**src/hw/rtl/tcw_pkg.sv**
```systemverilog
// Shared constants and types for the text console writer.
`timescale 1ns / 1ps

package tcw_pkg;

    // Default screen geometry
    localparam int DEF_COLUMNS = 80;
    localparam int DEF_ROWS    = 25;

    // Fixed field widths of the item ports
    localparam int CMD_W  = 2;
    localparam int CHAR_W = 8;
    localparam int IDX_W  = 11;

    // Command codes
    localparam logic [CMD_W-1:0] CMD_PUT  = 2'd0;
    localparam logic [CMD_W-1:0] CMD_SET  = 2'd1;
    localparam logic [CMD_W-1:0] CMD_READ = 2'd2;

    // Control characters
    localparam logic [CHAR_W-1:0] CR_CODE = 8'h0d;
    localparam logic [CHAR_W-1:0] LF_CODE = 8'h0a;

    // Finished result handed from the sequencer to the output stage
    typedef struct packed {
        logic [IDX_W-1:0]  cursor;
        logic              scrolled;
        logic [CHAR_W-1:0] read_data;
    } tcw_result_t;

endpackage

```
**src/hw/rtl/tcw_ctrl.sv**
```systemverilog
// Command sequencer: cursor state, position divider, scroll and clear sweeps.
`timescale 1ns / 1ps

module tcw_ctrl import tcw_pkg::*; #(
    parameter int COLUMNS = DEF_COLUMNS,
    parameter int ROWS    = DEF_ROWS,
    parameter int ADDR_W  = $clog2(COLUMNS * ROWS)
) (
    input  logic              aclk,
    input  logic              aresetn,
    input  logic              s_valid,
    output logic              s_ready,
    input  logic [CMD_W-1:0]  s_command,
    input  logic [CHAR_W-1:0] s_char_code,
    input  logic [IDX_W-1:0]  s_new_position,
    input  logic [IDX_W-1:0]  s_read_address,
    output logic              mem_we,
    output logic [ADDR_W-1:0] mem_waddr,
    output logic [CHAR_W-1:0] mem_wdata,
    output logic [ADDR_W-1:0] mem_raddr,
    input  logic [CHAR_W-1:0] mem_rdata,
    output logic              res_valid,
    input  logic              res_ready,
    output tcw_result_t       res
);

    localparam int CELLS    = COLUMNS * ROWS;
    localparam int LAST     = CELLS - 1;
    localparam int CNT_W    = $clog2(CELLS + 1);
    localparam int ROW_W    = $clog2(ROWS);
    localparam int COL_W    = $clog2(COLUMNS);
    localparam int CMP_W    = (CNT_W > IDX_W) ? CNT_W : IDX_W;
    localparam int DIV_SH   = CNT_W + $clog2(COLUMNS);
    localparam int RCP_W    = CNT_W + 2;
    localparam int PROD_W   = CNT_W + RCP_W;
    localparam logic [RCP_W-1:0] RCP = RCP_W'(((2 ** DIV_SH) + COLUMNS - 1) / COLUMNS);

    localparam logic [2:0] ST_CLEAR  = 3'd0;
    localparam logic [2:0] ST_IDLE   = 3'd1;
    localparam logic [2:0] ST_DIV    = 3'd2;
    localparam logic [2:0] ST_RDWAIT = 3'd3;
    localparam logic [2:0] ST_COPY   = 3'd4;
    localparam logic [2:0] ST_ZERO   = 3'd5;
    localparam logic [2:0] ST_DONE   = 3'd6;
    localparam logic [2:0] ST_SPLIT  = 3'd7;

    logic [2:0]        state_reg, state_next;
    logic [ROW_W-1:0]  row_reg, row_next;
    logic [COL_W-1:0]  col_reg, col_next;
    logic [CNT_W-1:0]  cnt_reg, cnt_next;
    logic [CNT_W-1:0]  rem_reg, rem_next;
    logic [ROW_W-1:0]  quot_reg, quot_next;
    logic              scrolled_reg, scrolled_next;
    logic [CHAR_W-1:0] rdata_reg, rdata_next;

    logic [CNT_W-1:0]  cur_lin;
    logic [CMP_W-1:0]  cur_ext;
    logic [CMP_W-1:0]  newpos_ext;
    logic [CMP_W-1:0]  raddr_ext;
    logic [CMP_W-1:0]  last_ext;
    logic [CNT_W-1:0]  copy_src;
    logic [CNT_W-1:0]  cnt_dec;
    logic [PROD_W-1:0] quot_prod;
    logic [CNT_W-1:0]  col_rem;
    logic              at_last_row;

    assign cur_lin     = CNT_W'(row_reg) * CNT_W'(COLUMNS) + CNT_W'(col_reg);
    assign cur_ext     = CMP_W'(cur_lin);
    assign newpos_ext  = CMP_W'(s_new_position);
    assign raddr_ext   = CMP_W'(s_read_address);
    assign last_ext    = CMP_W'(LAST);
    assign copy_src    = cnt_reg + CNT_W'(COLUMNS);
    assign cnt_dec     = cnt_reg - CNT_W'(1);
    assign quot_prod   = PROD_W'(rem_reg) * PROD_W'(RCP);
    assign col_rem     = rem_reg - CNT_W'(quot_reg) * CNT_W'(COLUMNS);
    assign at_last_row = (row_reg == ROW_W'(ROWS - 1));

    assign res.cursor    = cur_ext[IDX_W-1:0];
    assign res.scrolled  = scrolled_reg;
    assign res.read_data = rdata_reg;

    always_comb begin
        state_next    = state_reg;
        row_next      = row_reg;
        col_next      = col_reg;
        cnt_next      = cnt_reg;
        rem_next      = rem_reg;
        quot_next     = quot_reg;
        scrolled_next = scrolled_reg;
        rdata_next    = rdata_reg;
        s_ready       = 1'b0;
        res_valid     = 1'b0;
        mem_we        = 1'b0;
        mem_waddr     = cur_lin[ADDR_W-1:0];
        mem_wdata     = s_char_code;
        mem_raddr     = raddr_ext[ADDR_W-1:0];

        case (state_reg)
            ST_CLEAR: begin
                mem_we    = 1'b1;
                mem_waddr = cnt_reg[ADDR_W-1:0];
                mem_wdata = '0;
                if (cnt_reg == CNT_W'(LAST)) begin
                    cnt_next   = '0;
                    state_next = ST_IDLE;
                end else begin
                    cnt_next = cnt_reg + CNT_W'(1);
                end
            end
            ST_IDLE: begin
                s_ready = 1'b1;
                if (s_valid) begin
                    scrolled_next = 1'b0;
                    rdata_next    = '0;
                    state_next    = ST_DONE;
                    case (s_command)
                        CMD_PUT: begin
                            if (s_char_code == CR_CODE) begin
                                col_next = '0;
                            end else if (s_char_code == LF_CODE) begin
                                col_next = '0;
                                if (at_last_row) begin
                                    cnt_next      = '0;
                                    scrolled_next = 1'b1;
                                    state_next    = ST_COPY;
                                end else begin
                                    row_next = row_reg + ROW_W'(1);
                                end
                            end else begin
                                mem_we = 1'b1;
                                if (col_reg == COL_W'(COLUMNS - 1)) begin
                                    col_next = '0;
                                    if (at_last_row) begin
                                        cnt_next      = '0;
                                        scrolled_next = 1'b1;
                                        state_next    = ST_COPY;
                                    end else begin
                                        row_next = row_reg + ROW_W'(1);
                                    end
                                end else begin
                                    col_next = col_reg + COL_W'(1);
                                end
                            end
                        end
                        CMD_SET: begin
                            rem_next   = (newpos_ext > last_ext) ? CNT_W'(LAST)
                                                                 : CNT_W'(newpos_ext);
                            state_next = ST_DIV;
                        end
                        CMD_READ: begin
                            if (raddr_ext <= last_ext) begin
                                state_next = ST_RDWAIT;
                            end
                        end
                        default: begin
                        end
                    endcase
                end
            end
            ST_DIV: begin
                // row by reciprocal multiplication, exact over the cell range
                quot_next  = ROW_W'(quot_prod >> DIV_SH);
                state_next = ST_SPLIT;
            end
            ST_SPLIT: begin
                row_next   = quot_reg;
                col_next   = COL_W'(col_rem);
                state_next = ST_DONE;
            end
            ST_RDWAIT: begin
                rdata_next = mem_rdata;
                state_next = ST_DONE;
            end
            ST_COPY: begin
                // read one row ahead, write the cell read last cycle
                mem_raddr = copy_src[ADDR_W-1:0];
                mem_waddr = cnt_dec[ADDR_W-1:0];
                mem_wdata = mem_rdata;
                mem_we    = (cnt_reg != '0);
                if (cnt_reg == CNT_W'(CELLS - COLUMNS)) begin
                    state_next = ST_ZERO;
                end else begin
                    cnt_next = cnt_reg + CNT_W'(1);
                end
            end
            ST_ZERO: begin
                mem_we    = 1'b1;
                mem_waddr = cnt_reg[ADDR_W-1:0];
                mem_wdata = '0;
                if (cnt_reg == CNT_W'(LAST)) begin
                    state_next = ST_DONE;
                end else begin
                    cnt_next = cnt_reg + CNT_W'(1);
                end
            end
            ST_DONE: begin
                res_valid = 1'b1;
                if (res_ready) begin
                    state_next = ST_IDLE;
                end
            end
            default: begin
                state_next = ST_IDLE;
            end
        endcase
    end

    always_ff @(posedge aclk) begin
        if (!aresetn) begin
            state_reg <= ST_CLEAR;
            cnt_reg   <= '0;
            row_reg   <= '0;
            col_reg   <= '0;
        end else begin
            state_reg <= state_next;
            cnt_reg   <= cnt_next;
            row_reg   <= row_next;
            col_reg   <= col_next;
        end
    end

    always_ff @(posedge aclk) begin
        rem_reg      <= rem_next;
        quot_reg     <= quot_next;
        scrolled_reg <= scrolled_next;
        rdata_reg    <= rdata_next;
    end

endmodule

```
**config.mk**
```make
export PLATFORM = sky130hd
export DESIGN_NAME = tcw_ctrl
export DESIGN_NICKNAME = d
export VERILOG_FILES = /design/src/hw/rtl/tcw_pkg.sv /design/src/hw/rtl/tcw_ctrl.sv
export SDC_FILE = /design/constraint.sdc
export NUM_CORES = 1
export LEC_CHECK = 0
export BUFFER_PORTS_ARGS = -buffer_cell sky130_fd_sc_hd__buf_4
export CORE_MARGIN = 2
export CORE_UTILIZATION = 35
export CTS_BUF_LIST = sky130_fd_sc_hd__clkbuf_4 sky130_fd_sc_hd__clkbuf_8
export DETAILED_ROUTE_END_ITERATION = 12
export MAX_ROUTING_LAYER = met4
export PLACE_DENSITY = 0.57
export SLEW_MARGIN = 5
export SYNTH_ARGS = -nofsm -noshare
export SYNTH_HDL_FRONTEND = slang
export SYNTH_SLANG_ARGS = --single-unit
```
**constraint.sdc**
```tcl
create_clock -name aclk -period 6 [get_ports aclk]
set_input_delay 1.2 -clock aclk [delete_from_list [all_inputs] [get_ports aclk]]
set_output_delay 1.2 -clock aclk [all_outputs]
set_load 0.01 [all_outputs]
```
==> results_dict.tcl <==
set metrics [dict create \
    status "complete, no violations" \
    hpwl_um 12800 \
    grt_pass1_vias 4951 \
    synth_cell_types 68 \
    grt_pass1_wl_um 25300 \
    cts_resized 0 \
    synth_common_cells "88 x ha_1, 88 x inv_1, 54 x nand2_1" \
    ir_drop_mv 0.128 \
    cts_sinks 51 \
    ys_warn_count 0 \
    cp.arrival_ps 4550 \
    gpl.final_weighted_congestion 0.891 \
    coreArea_um2 16400 \
    drc 0 \
    met3_usage 0.0341 \
    drv_slew 0 \
    skew_ps 19.0 \
    path_class "reg -> reg" \
    period_share 0.744 \
    die_w_um 133 \
    setup_viol 0 \
    netlist_area_um2 5820 \
    period_needed_ps 4460 \
    instances_no_fill 954 \
    drive_gt1_frac 0.173 \
    power_leakage_nw 3.17 \
    die_h_um 133 \
    avgRoutedWirePerCell_um 16.0 \
    cts_root_buffer "clkbuf_8" \
    synth-main-ff-cell "dfxtp_1" \
    seqPwrFrac 0.387 \
    clkSlewWorstSetupHoldPaths_ps 110 \
    n_antenna_cell 0 \
    max_slew_margin 0.233 \
    critPathRequiredTime_ps 6080 \
    tightest_slew_ps 1150 \
    drv_cap 0 \
    portBuffers 96 \
    startpoint_type "register" \
    die_area_um2 17700 \
    drt_iter0_drc 366 \
    clockBufferDepth 2 \
    wirelength_um 15300 \
    cts_max_level 2 \
    grt_max_degree 25 \
    p_sw_mw 0.392 \
    viasPerCell 5.30 \
    cts_tree "done" \
    clockPowerShare 0.202 \
    end_kind "register" \
    grt_use_met1 0.237 \
    post_cts_buffers 0 \
    rsz0062_at_grt "false" \
    synth_edf_count 25 \
    grt_overflow 0 \
    synth_area_leader_cell "ha_1" \
    place_inst 946 \
    hold_buffers 0 \
    critical_path.max_fanout 5 \
    fin_nets 899 \
    finalHoldViolations 0 \
    met2_usage 0.295 \
    start_util 0.355 \
    hold_path.class "reg -> reg" \
    p_int_mw 0.653 \
    syn-num-nets 829 \
    pwr-share-comb 0.411 \
    numCtsBuffers 5 \
    vias 5054 \
    ys_ff_latch 51 \
    antenna_found_initial 0 \
    top_usage_layer "met2" \
    grt_usage 0.183 \
    avgSynthCellArea_um2 8.78 \
    fmax_mhz 224 \
    postSynthCellCount 663 \
    ys_seq_area_frac 0.218 \
    io_pins 97 \
    ant_nets 0 \
    first_pass_iters 5 \
    synth_area_leaders "ha_1 19%, edfxtp_1 13%, fa_1 12%" \
    num_rows 47 \
    power_density_nw_per_um2 155 \
    synthToLayoutAreaGrowth_pct 16.0 \
    switching_share 0.375 \
    clk-insertion-delay-late_ps 330 \
    tns_ps 0 \
    synthArstFlopShare 0 \
    synth_top_area_share 0.189 \
]
==> placed cells by master, fill, tap and decap left out, types with 3 or more instances in the layout <==
master / count
nor3_1: 16
and3_1: 7
a22oi_1: 4
o32ai_1: 4
and2_1: 13
buf_4: 97
clkbuf_8: 5
nor2_1: 38
nand2_1: 54
or3_1: 5
o2bb2ai_1: 3
a31oi_1: 3
ha_1: 88
nor2b_1: 5
o21ai_0: 22
o22a_1: 4
fa_1: 34
o22ai_1: 7
edfxtp_1: 25
or2_2: 7
inv_1: 88
o211a_1: 3
o31ai_1: 4
nand4_1: 8
a21o_1: 8
a22o_1: 7
xnor2_1: 20
nand3b_1: 4
xor2_1: 6
nand2b_1: 6
clkinv_1: 3
nand3_1: 15
o211ai_1: 6
a21oi_1: 35
dfxtp_1: 26
a211oi_1: 9
nor4_1: 4
==> power groups by stage <==
stage,Sequential (mW),Clock [mW],Combinational (mW)
final,0.404,0.211,0.430
after global placement,0.411,0,0.423
after global routing,0.408,0.229,0.488
after detailed placement,0.412,0,0.430
after CTS,0.404,0.219,0.432
after floorplan,0.398,0,0.298
==> through the flow <==
| step | hold slack [ps] | setup WS (ps) | util | instance area, um2 | total power, mW |
|---|---|---|---|---|---|
| 2_1_floorplan | 484 | 1720 | - | 5820 | 0.696 |
| 3_3_place_gp | 511 | 1550 | 0.406 | 6660 | 0.834 |
| 3_5_place_dp | 525 | 1500 | 0.406 | 6660 | 0.841 |
| 4_1_cts | 541 | 1500 | 0.412 | 6750 | 1.05 |
| 5_1_grt | 552 | 1190 | 0.412 | 6750 | 1.13 |
| 6_report | 544 | 1540 | 0.412 | 6750 | 1.05 |
==> cells by family after synthesis <==
kind of cell             share of synthesized area
XOR/XNOR                                    0.0391
AO/OA/AOI/OAI                                0.177
buffers and inverters                       0.0860
multiplexers                               0.00538
flip-flops                                   0.218
AND/OR/NAND/NOR                              0.168
adder cells (fa/ha/maj)                      0.306
==> path summary, 6_finish.rpt <==
kind / startpoint / cells after the start / to / slack (ps)
hold reg to reg: col_reg[6] / 2 / col_reg[6] / 540
hold / removal: col_reg[6] / 2 / col_reg[6] / 540
setup / recovery: rem_reg[5] / 14 / quot_reg[4] / 1540
setup reg to reg: rem_reg[5] / 14 / quot_reg[4] / 1540
==> cell type report <==
type | count | area (um2)
clock inverter | 3 | 20.0
timing repair buffer | 97 | 728
inverter | 91 | 342
multi-input combinational | 487 | 4050
sequential | 51 | 1270
tap | 220 | 275
fill | 1667 | 9660
clock buffer | 5 | 68.8
==> critical path, cell delays in order, from the launching register on <==
cell and delay (ps):
edfxtp_1 480, ha_1 370, fa_1 500, fa_1 520, inv_1 50, fa_1 500
fa_1 540, inv_1 40, ha_1 300, a21oi_1 130, nor2_1 50, o31ai_1 310
a21oi_1 180, mux2i_1 170, nand4_1 80
==> metal layers <==
metal  vias up  routed length, um
met3        28               1030
met4         0                338
met1      2368               6890
met2       208               7030
li1       2450                  -
met5         -                  0
(Power assumes the default switching activity.)
